## src/sv/hnm_pkg.sv

```systemverilog
`timescale 1ns / 1ps
`default_nettype none
// ----------------------------------------------------------------------------
// hnm_pkg - shared types and constants of the heightmap mesh builder
// Register indexes, field widths and the vertex job passed front to back.
// ----------------------------------------------------------------------------
package hnm_pkg;

  localparam int MAX_WIDTH   = 256;
  localparam int MAX_HEIGHT  = 256;

  localparam int HEIGHT_W    = 16;
  localparam int NORM_W      = 18;
  localparam int IDX_W       = 16;
  localparam int COORD_W     = 8;
  localparam int BYTE_W      = 8;
  localparam int SIZE_W      = 9;
  localparam int CFG_DATA_W  = 9;
  localparam int CFG_IDX_W   = 2;
  localparam int QUEUE_DEPTH = 2;

  localparam logic [SIZE_W-1:0] SIZE_RESET = SIZE_W'(256);
  localparam logic [SIZE_W-1:0] SIZE_MIN   = SIZE_W'(2);

  localparam logic [CFG_IDX_W-1:0] REG_GRID_WIDTH  = CFG_IDX_W'(0);
  localparam logic [CFG_IDX_W-1:0] REG_GRID_HEIGHT = CFG_IDX_W'(1);
  localparam logic [CFG_IDX_W-1:0] REG_FLAT_MODE   = CFG_IDX_W'(2);

  localparam logic MODE_PIXEL = 1'b0;
  localparam logic MODE_DRAIN = 1'b1;

  // one vertex with its neighbourhood, ready for the arithmetic
  typedef struct packed {
    logic [COORD_W-1:0]  col;
    logic [COORD_W-1:0]  row;
    logic [HEIGHT_W-1:0] self_h;
    logic [HEIGHT_W-1:0] above_h;
    logic [HEIGHT_W-1:0] below_h;
    logic [HEIGHT_W-1:0] left_h;
    logic [HEIGHT_W-1:0] right_h;
    logic                col_edge;
    logic                row_edge;
    logic                has_quad;
    logic                last;
    logic [IDX_W-1:0]    base;
    logic [SIZE_W-1:0]   grid_w;
  } job_t;

endpackage
`default_nettype wire

```

## src/sv/hnm_queue.sv

```systemverilog
`timescale 1ns / 1ps
`default_nettype none
// ----------------------------------------------------------------------------
// hnm_queue - short job queue between front and back
// Small FIFO of vertex jobs; push and pop may happen in the same cycle.
// ----------------------------------------------------------------------------
module hnm_queue (
  input  wire logic          clk,
  input  wire logic          rst_n,
  input  wire logic          push_valid,
  output      logic          push_ready,
  input  wire hnm_pkg::job_t push_data,
  output      logic          pop_valid,
  input  wire logic          pop_ready,
  output      hnm_pkg::job_t pop_data
);

  localparam int DEPTH = hnm_pkg::QUEUE_DEPTH;
  localparam int PW    = (DEPTH > 1) ? $clog2(DEPTH) : 1;
  localparam int CNTW  = $clog2(DEPTH + 1);

  hnm_pkg::job_t   slot_r [DEPTH];
  logic [PW-1:0]   wr_ptr_r;
  logic [PW-1:0]   rd_ptr_r;
  logic [CNTW-1:0] count_r;
  logic            push;
  logic            pop;

  assign push_ready = (count_r != CNTW'(DEPTH));
  assign pop_valid  = (count_r != '0);
  assign pop_data   = slot_r[rd_ptr_r];
  assign push       = push_valid && push_ready;
  assign pop        = pop_valid && pop_ready;

  always_ff @(posedge clk) begin
    if (push) begin
      slot_r[wr_ptr_r] <= push_data;
    end
  end

  always_ff @(posedge clk) begin
    if (!rst_n) begin
      wr_ptr_r <= '0;
      rd_ptr_r <= '0;
      count_r  <= '0;
    end else begin
      if (push) begin
        wr_ptr_r <= (wr_ptr_r == PW'(DEPTH - 1)) ? '0 : wr_ptr_r + PW'(1);
      end
      if (pop) begin
        rd_ptr_r <= (rd_ptr_r == PW'(DEPTH - 1)) ? '0 : rd_ptr_r + PW'(1);
      end
      case ({push, pop})
        2'b10:   count_r <= count_r + CNTW'(1);
        2'b01:   count_r <= count_r - CNTW'(1);
        default: count_r <= count_r;
      endcase
    end
  end

endmodule
`default_nettype wire

```

## config.mk

```make
export PLATFORM = sky130hd
export DESIGN_NAME = hnm_queue
export DESIGN_NICKNAME = d
export VERILOG_FILES = /design/src/sv/hnm_pkg.sv /design/src/sv/hnm_queue.sv
export SDC_FILE = /design/constraint.sdc
export NUM_CORES = 1
export LEC_CHECK = 0
export ABC_AREA = 1
export BUFFER_PORTS_ARGS = -buffer_cell sky130_fd_sc_hd__buf_2
export CORE_MARGIN = 2
export CORE_UTILIZATION = 52
export CTS_BUF_LIST = sky130_fd_sc_hd__clkbuf_8 sky130_fd_sc_hd__clkbuf_16
export DETAILED_ROUTE_END_ITERATION = 7
export GPL_TIMING_DRIVEN = 0
export PLACE_DENSITY = 0.79
export SLEW_MARGIN = 20
export SYNTH_ARGS = -nofsm -noshare
export SYNTH_HDL_FRONTEND = slang
export SYNTH_SLANG_ARGS = --single-unit
```

## constraint.sdc

```tcl
create_clock -name clk -period 8.6 [get_ports clk]
set_clock_uncertainty 0.05 [all_clocks]
set_input_delay 1.72 -clock clk [delete_from_list [all_inputs] [get_ports clk]]
set_output_delay 1.72 -clock clk [all_outputs]
set_load 0.01 [all_outputs]
```

==> impl_results.md <==
- Outcome: complete, no violations
- Syn Nets: 555
- Final instance area: 0.01195 mm2
- Pre-CTS setup slack: 5.088 ns
- Yosys cell types: 15
- Congestion Overflow GR: 0
- MaxCap Viol Count: 0
- Worst Hold Class: reg2reg
- Fmax: 278.8 MHz
- IO Count: 256
- Non-filler cells, final: 959
- Syn_area_per_cell: 22.24 um2
- Antenna violations before repair: 2
- PnR worst setup slack: 5.013 ns
- Top-count cell post-synth: edfxtp_1
- Starting DRT DRC Count: 253
- Top_reg_cell synth: edfxtp_1
- Fin. max-slew vios: 0
- Starting Density: 52.80%
- Ys Warns: 0
- Area after DPL: 0.01122 mm2
- Fraction of layout cells with a size suffix above 1: 59.53%
- Register area share after synthesis: 80.49%
- Final Hold Fails: 0
- Leading area contributor after synthesis: edfxtp_1
- Top Usage Layer GRT: met2
- WL final: 17360 um
- Hold_buf cts: 0
- Area Overhead vs Synth: 26.38%
- Via/cell ratio: 5.081
- GRT Resource Usage Total: 17.47%
- Final GP Congestion: 0.7835
- Crit Path Max Fanout: 10
- Routed wire per std cell: 18.11 um
- Crit path launch type: register
- Clock Sinks: 255
- Met1 usage: 19.86%
- Die area: 0.01927 mm2
- Clock buffer depth: 3
- Post-CTS sizing: 0
- Post-route ant nets: 0
- Cell mode on critical path: buf_6
- CTS tree: built
- Largest net degree at the start of global routing: 29
- Crit path kind: reg2out
- Async SR Flop Fraction: 0%
- Cell row count: 49
- DRT Pass-1 Iters: 4
- Worst EP required: 6.83 ns
- Vias in the first global route: 5330
- Drt drc: 0
- Vias: 4873
- Routing usage on met3: 5.525%
- Final period util: 41.71%
- Main area contributors after synthesis: edfxtp_1 (79%), mux2_2 (8.9%), mux2_4 (7.9%)
- GR met2 Demand/Resource: 30.70%
- Worst setup EP type: output port
- Cells after DPL: 918
- Final setup fails: 0
- Root Buffer: clkbuf_16
- Slowest stage delay, CP: 0.32 ns
- Synth top area share: 79.43%
- Relative slew slack: 49.08%
- VDD IR max: 0.0002410 V
- Top cells by count, synth: edfxtp_1 (250), mux2_2 (75), mux2_4 (50)
- Worst slew pin tran: 0.7619 ns
- Overall power: 3.169 mW
- EDFF count, synth: 250
- PortBufs: 255
- Total power divided by cell area: 265.3 mW/mm2
- Post-CTS Setup Bufs: 0
- CTS buffer count: 25
- Mapped cell area: 0.009452 mm2
- Final min period: 3.587 ns
- Mapped Cells: 425
- Clock Latency Late Sink: 0.50 ns
- Post-DP HPWL: 12230 um
- WP data arrival: 1.82 ns
- Die H: 138.8 um
- H-Tree Level Count: 1
- Post-synthesis sequential element count: 255
- Critical-path cell list: buf_6, buf_6, buf_6, mux2_4, buf_2
- RSZ-0062 raised after global routing: false
- Core area: 0.01790 mm2
- First-pass GRT wire length: 26900 um
- Leakage: 4.649 nW
- Reg clk slew, reported paths: 0.06 ns
- Slowest-stage cell, CP: dfxtp_1
- NumNets Final: 846
- Die X: 138.8 um
==> per-stage QoR <==
step                      setup TNS, ns  hold WS (ns)  utilization, %
after CTS                             0        0.4592           66.71
final                                 0        0.4642           66.72
after global routing                  0        0.5045           66.72
after detailed placement              0        0.4361           62.70
after global placement          -359.12        0.4196           61.53
after floorplan                       0        0.4012               -
==> power by group <==
part	switching, mW	internal (mW)
clock	0.405	0.552
combinational	0.335	0.323
sequential	0.0337	1.52
==> worst paths after layout <==
kind / start / endpoint / slack, ns / cells after the start
hold reg to reg: rd_ptr_r$_SDFFE_PN0P_ / register / 0.46 / 2
setup reg to reg: count_r[0]$_SDFFE_PN0P_ / slot_r[1][113]$_DFFE_PP_ / 6.31 / 7
setup / recovery: register / pop_data[60] / 5.01 / 5
hold / removal: rd_ptr_r$_SDFFE_PN0P_ / register / 0.46 / 2
==> state kept, by name (all words and copies together), names as in the netlist, named ones only <==
signal    cells
count_r       2
rd_ptr_r      1
slot_r      250
wr_ptr_r      1
==> critical path, delay by kind of cell (launching register included) <==
family	cells	cell delay, ns
flip-flops	1	0.32
buffers and inverters	4	0.68
multiplexers	1	0.32
==> per-layer routing <==
metal	vias to the layer above	share of wire [%]
met5	-	0
met4	0	3.4
met3	45	8.6
met2	207	50
met1	2372	38
li1	2249	-
==> cell type report <==
type / instances / area (um2)
inverters: 5 / 18.77
diodes: 1 / 2.502
fillers: 1215 / 5957
clock buffers: 25 / 625.6
multi-input cells: 151 / 1727
clock inverters: 15 / 92.59
repair buffers: 264 / 1471
flip-flops and latches: 255 / 7607
well taps: 229 / 286.5
plain buffers: 14 / 113.9
==> cell usage in the layout (no fill, tap or decap) <==
cell type	count
nand3_1	1
clkinv_2	2
buf_16	2
o21a_1	1
clkbuf_16	25
nor2_4	2
nand2_1	10
mux2_4	50
dfxtp_1	5
inv_8	1
buf_2	262
edfxtp_1	250
mux2_2	75
buf_12	7
diode_2	1
clkinv_1	1
a21oi_1	1
ha_1	1
buf_6	7
o21ai_0	1
bufinv_16	1
nor2_1	8
inv_1	15
nand4_1	1
==> cell families (layout without fill, tap and decap cells) <==
group	count (synthesis)	count (layout)	share of synthesized area, %
adders and majority gates	1	1	0.1324
buffers and inverters	19	323	1.403
and+or+nand+nor	22	22	0.9135
DFF	255	255	80.49
AOI/OAI and AO/OA	3	3	0.1853
other	0	1	0
muxes	125	125	16.88
Note: power is estimated with default switching activity, not from simulation.
