File: src/sv/hnm_pkg.sv
`timescale 1ns / 1ps
`default_nettype none
// ----------------------------------------------------------------------------
// hnm_pkg - shared types and constants of the heightmap mesh builder
// Register indexes, field widths and the vertex job passed front to back.
// ----------------------------------------------------------------------------
package hnm_pkg;

  localparam int MAX_WIDTH   = 256;
  localparam int MAX_HEIGHT  = 256;

  localparam int HEIGHT_W    = 16;
  localparam int NORM_W      = 18;
  localparam int IDX_W       = 16;
  localparam int COORD_W     = 8;
  localparam int BYTE_W      = 8;
  localparam int SIZE_W      = 9;
  localparam int CFG_DATA_W  = 9;
  localparam int CFG_IDX_W   = 2;
  localparam int QUEUE_DEPTH = 2;

  localparam logic [SIZE_W-1:0] SIZE_RESET = SIZE_W'(256);
  localparam logic [SIZE_W-1:0] SIZE_MIN   = SIZE_W'(2);

  localparam logic [CFG_IDX_W-1:0] REG_GRID_WIDTH  = CFG_IDX_W'(0);
  localparam logic [CFG_IDX_W-1:0] REG_GRID_HEIGHT = CFG_IDX_W'(1);
  localparam logic [CFG_IDX_W-1:0] REG_FLAT_MODE   = CFG_IDX_W'(2);

  localparam logic MODE_PIXEL = 1'b0;
  localparam logic MODE_DRAIN = 1'b1;

  // one vertex with its neighbourhood, ready for the arithmetic
  typedef struct packed {
    logic [COORD_W-1:0]  col;
    logic [COORD_W-1:0]  row;
    logic [HEIGHT_W-1:0] self_h;
    logic [HEIGHT_W-1:0] above_h;
    logic [HEIGHT_W-1:0] below_h;
    logic [HEIGHT_W-1:0] left_h;
    logic [HEIGHT_W-1:0] right_h;
    logic                col_edge;
    logic                row_edge;
    logic                has_quad;
    logic                last;
    logic [IDX_W-1:0]    base;
    logic [SIZE_W-1:0]   grid_w;
  } job_t;

endpackage
`default_nettype wire

File: src/sv/hnm_back.sv
`timescale 1ns / 1ps
`default_nettype none
// ----------------------------------------------------------------------------
// hnm_back - normal and quad index arithmetic with output register
// Takes vertex jobs from the queue, forms the central differences and the
// quad corner indices, and holds the result until the receiver takes it.
// ----------------------------------------------------------------------------
module hnm_back (
  input  wire logic                                 clk,
  input  wire logic                                 rst_n,
  input  wire logic                                 job_valid,
  output      logic                                 job_ready,
  input  wire hnm_pkg::job_t                        job,
  output      logic                                 out_valid,
  input  wire logic                                 out_ready,
  output      logic [hnm_pkg::COORD_W-1:0]          out_vertex_col,
  output      logic [hnm_pkg::COORD_W-1:0]          out_vertex_row,
  output      logic [hnm_pkg::HEIGHT_W-1:0]         out_vertex_height,
  output      logic signed [hnm_pkg::NORM_W-1:0]    out_normal_x,
  output      logic signed [hnm_pkg::NORM_W-1:0]    out_normal_z,
  output      logic                                 out_has_quad,
  output      logic [hnm_pkg::IDX_W-1:0]            out_quad_v0,
  output      logic [hnm_pkg::IDX_W-1:0]            out_quad_v1,
  output      logic [hnm_pkg::IDX_W-1:0]            out_quad_v2,
  output      logic [hnm_pkg::IDX_W-1:0]            out_quad_v3,
  output      logic                                 out_last_vertex
);

  localparam int NW = hnm_pkg::NORM_W;
  localparam int IW = hnm_pkg::IDX_W;

  logic                 pop;
  logic                 out_valid_r;
  logic signed [NW-1:0] dx;
  logic signed [NW-1:0] dz;
  logic signed [NW-1:0] nx;
  logic signed [NW-1:0] nz;
  logic [IW-1:0]        v1;
  logic [IW-1:0]        v2;
  logic [IW-1:0]        v3;

  logic [hnm_pkg::COORD_W-1:0]  col_r;
  logic [hnm_pkg::COORD_W-1:0]  row_r;
  logic [hnm_pkg::HEIGHT_W-1:0] height_r;
  logic signed [NW-1:0]         nx_r;
  logic signed [NW-1:0]         nz_r;
  logic                         has_quad_r;
  logic [IW-1:0]                v0_r;
  logic [IW-1:0]                v1_r;
  logic [IW-1:0]                v2_r;
  logic [IW-1:0]                v3_r;
  logic                         last_r;

  assign job_ready = !out_valid_r || out_ready;
  assign pop       = job_valid && job_ready;

  // normal_x is left minus right, the negated horizontal difference
  assign dx = $signed(NW'(job.left_h)) - $signed(NW'(job.right_h));
  assign dz = $signed(NW'(job.below_h)) - $signed(NW'(job.above_h));
  assign nx = job.col_edge ? (dx <<< 1) : dx;
  assign nz = job.row_edge ? (dz <<< 1) : dz;

  assign v1 = job.base + IW'(1);
  assign v2 = job.base + IW'(job.grid_w);
  assign v3 = v2 + IW'(1);

  always_ff @(posedge clk) begin
    if (!rst_n) begin
      out_valid_r <= 1'b0;
    end else if (job_ready) begin
      out_valid_r <= job_valid;
    end
  end

  always_ff @(posedge clk) begin
    if (pop) begin
      col_r      <= job.col;
      row_r      <= job.row;
      height_r   <= job.self_h;
      nx_r       <= nx;
      nz_r       <= nz;
      has_quad_r <= job.has_quad;
      v0_r       <= job.has_quad ? job.base : '0;
      v1_r       <= job.has_quad ? v1 : '0;
      v2_r       <= job.has_quad ? v2 : '0;
      v3_r       <= job.has_quad ? v3 : '0;
      last_r     <= job.last;
    end
  end

  assign out_valid         = out_valid_r;
  assign out_vertex_col    = col_r;
  assign out_vertex_row    = row_r;
  assign out_vertex_height = height_r;
  assign out_normal_x      = nx_r;
  assign out_normal_z      = nz_r;
  assign out_has_quad      = has_quad_r;
  assign out_quad_v0       = v0_r;
  assign out_quad_v1       = v1_r;
  assign out_quad_v2       = v2_r;
  assign out_quad_v3       = v3_r;
  assign out_last_vertex   = last_r;

endmodule
`default_nettype wire

File: config.mk
export PLATFORM = sky130hd
export DESIGN_NAME = hnm_back
export DESIGN_NICKNAME = d
export VERILOG_FILES = /design/src/sv/hnm_pkg.sv /design/src/sv/hnm_back.sv
export SDC_FILE = /design/constraint.sdc
export NUM_CORES = 1
export LEC_CHECK = 0
export BUFFER_PORTS_ARGS = -buffer_cell sky130_fd_sc_hd__buf_2
export CAP_MARGIN = 20
export CORE_MARGIN = 3
export CORE_UTILIZATION = 34
export CTS_CLUSTER_SIZE = 8
export DETAILED_ROUTE_END_ITERATION = 10
export SYNTH_ARGS = -nofsm -noshare
export SYNTH_HDL_FRONTEND = slang
export SYNTH_SLANG_ARGS = --single-unit
File: constraint.sdc
create_clock -name clk -period 5.7 [get_ports clk]
set_clock_uncertainty 0.2 [all_clocks]
set_input_delay 0.57 -clock clk [delete_from_list [all_inputs] [get_ports clk]]
set_output_delay 0.57 -clock clk [all_outputs]
set_load 0.02 [all_outputs]
==> metrics <==
initial drt markers 276; final hold vios 0; Final period util 60.0%; grt ovf 0; via count 5970; share of cells above drive strength 1 34.8%; worst-path fanout max 5; Area growth, synth to finish 28.8%; final net count 1122; CP Data Arrival Time 3.38 ns; initial core utilization 34.8%; Final HPWL DP 15100 microns; Worst Hold Class in -> reg; Setup WS post-layout 2.28 ns; global-route wire length before repair 31000 microns; Layout Cells excl Fill 1240; ys flop type edfxtp_1; Critical Path RT 5.66 ns; R2R Path End out_vertex_col[6]; async set-or-reset flop fraction in the synthesized netlist 0%; post-route ant nets 0; most common cell in the netlist edfxtp_1; die area 24300 sq um; H-tree depth 4; Resize count post-CTS 0; final hold slack 0.124 ns; Crit Path Class in -> reg; status completed; final wirelength 19900 microns; syn nets 858; Seq/Total Area, Yosys 52.9%; peak supply drop 0.000162 V; clock sinks 135; Hold Crit Start job[118]; TritonCTS clock tree yes; Antenna diodes 0; antenna violations before repair 1; CP Launch Type input pin; endpoint class of the critical path flop; Yosys reg bits 135; total power 3.02 mW; Post-Syn Instances 683; Die Ht 156 microns; most frequent cells after synthesis 134 x edfxtp_1, 74 x nor2_1, 49 x inv_1, 43 x ha_1, 40 x nand2_1; total CTS buffers 17; Ports 265; dominant cells by area after synthesis edfxtp_1 53%, ha_1 7.0%, nor2_1 3.6%; Max-Cap Viols 0; RSZ-0062 raised after global routing no; Synth area leader edfxtp_1; WHS Endpoint out_vertex_col[1]; CTS clk-pin slew, worst paths 0.06 ns; # setup viols final 0; CTS root buf clkbuf_16; number of buffers inserted by hold repair at cts 0; max-slew violation count 0; CTS max path bufs 2; Routability Congestion 0.885; DR DRC count 0; placed cells 1208; drt wl/cell 16.0 microns; dpl ws 1.93 ns; Static Leak 4.32 nW; gr usage total 16.3%; Cell variety after synth 73; reg-to-reg startpoint out_valid; Worst Max-Slew Pin Slew 0.912 ns; fmax 292 MHz; drt via density 4.81; largest net degree at the start of global routing 62; router iterations before antenna repair 4; vias in the first global route 5810; Post-synth EDFFs 134; Yosys top cell area share 52.6%; number of cells on the worst hold path 1; row count 54; Port Buffers 264; die width 156 microns; later-pin clock latency in the skew report 0.42 ns; Post-CTS Setup Inserts 0; R2R setup slack 3.27 ns; PD cells 307 nW/um^2; core area 22000 sq um; Sum Neg Setup Slack 0 ns; R2R cell count 3; Mapped Avg Cell Area 11.2 sq um; min cycle time layout 3.42 ns; Synth warnings 0; Mapped Area 7650 sq um; Slew headroom 39.2%
## through the flow
step | utilization (%) | area [sq um]
2_1_floorplan | - | 7650
3_3_place_gp | 42.2 | 9260
3_5_place_dp | 42.2 | 9260
4_1_cts | 44.9 | 9850
5_1_grt | 44.9 | 9850
6_report | 44.9 | 9850
## flip-flops by register name, summed over array words and instances (netlist names), 8 cells and up
| name | cells |
|---|---|
| out_quad_v1 | 16 |
| out_normal_z | 18 |
| out_normal_x | 18 |
| out_quad_v2 | 16 |
| out_vertex_col | 8 |
| out_quad_v3 | 16 |
| out_vertex_height | 16 |
| out_quad_v0 | 16 |
| out_vertex_row | 8 |
## layout make-up
cell class                      count  area (sq um)
Fill cell                        2089         12100
Tap cell                          280           350
Clock buffer                       17           425
Clock inverter                     15           166
Sequential cell                   135          4040
Multi-Input combinational cell    475          3320
Inverter                           50           188
Timing Repair Buffer              268          1350
## where the power goes
group / leakage [nW] / switching (mW) / internal, mW
registers: 1.32 / 0.0213 / 1.20
clock network: 0.293 / 0.465 / 0.656
logic: 2.70 / 0.417 / 0.258
total: 4.32 / 0.902 / 2.12
## layer usage
layer / routed length, microns / vias to the layer above / track usage (%)
met4: 323 / 2 / 5.55
met5: 13 / - / 0
met1: 8650 / 2757 / 20.7
met3: 1270 / 23 / 4.02
li1: - / 2997 / -
met2: 9630 / 191 / 27.1
## placed cells by master (no fill, tap or decap), types with 3 or more instances in the layout
master,Yosys,final
buf_2,2,264
edfxtp_1,134,134
nor2_1,74,74
inv_1,49,49
ha_1,43,43
nand2_1,40,40
a21oi_1,38,38
xor2_1,29,29
and2_1,27,26
xnor2_1,26,26
o21ai_0,25,25
nor3_1,17,17
clkbuf_16,0,17
nand3_1,14,14
mux2_2,12,12
nand2b_1,10,10
a21o_1,10,10
and3_1,8,8
a211oi_1,8,8
a31oi_1,7,7
nor2b_1,6,6
a211o_1,5,5
or3_1,5,5
inv_6,0,5
o21a_1,4,4
o21bai_1,4,4
nand4_1,4,4
o31ai_1,4,4
buf_4,1,4
a31o_2,3,3
fa_1,3,3
clkinv_2,0,3
## how the worst max path moves through the flow
stage                     startpoint               to  cells past startpoint
after CTS                     job[9]  out_quad_v3[13]                     11
after floorplan            out_ready     out_has_quad                      2
after detailed placement      job[9]  out_quad_v3[13]                     11
after global placement        job[9]  out_quad_v3[13]                     11
final                         job[9]  out_quad_v3[13]                     11
after global routing          job[9]  out_quad_v3[13]                     11
## critical path, stage by stage
cell	delay, ns
buf_2	0.13
ha_1	0.22
fa_1	0.42
a211oi_2	0.38
nor2_1	0.17
nor3_2	0.34
nand4_4	0.14
nor3_1	0.52
nor3b_2	0.29
xor2_1	0.16
nor2_1	0.05
## cells by family (layout without fill, tap and decap cells)
kind of cell	Yosys count	in the layout	share of synthesized area, %
adder cells (fa/ha/maj)	46	46	7.82
AO/OA/AOI/OAI	135	135	11.9
buffers and inverters	73	350	3.67
AND/OR/NAND/NOR	223	223	14.9
flip-flops	135	135	52.9
multiplexers	14	14	2.03
XOR/XNOR	57	57	6.73
No activity file was read; power rests on OpenSTA's default activity.
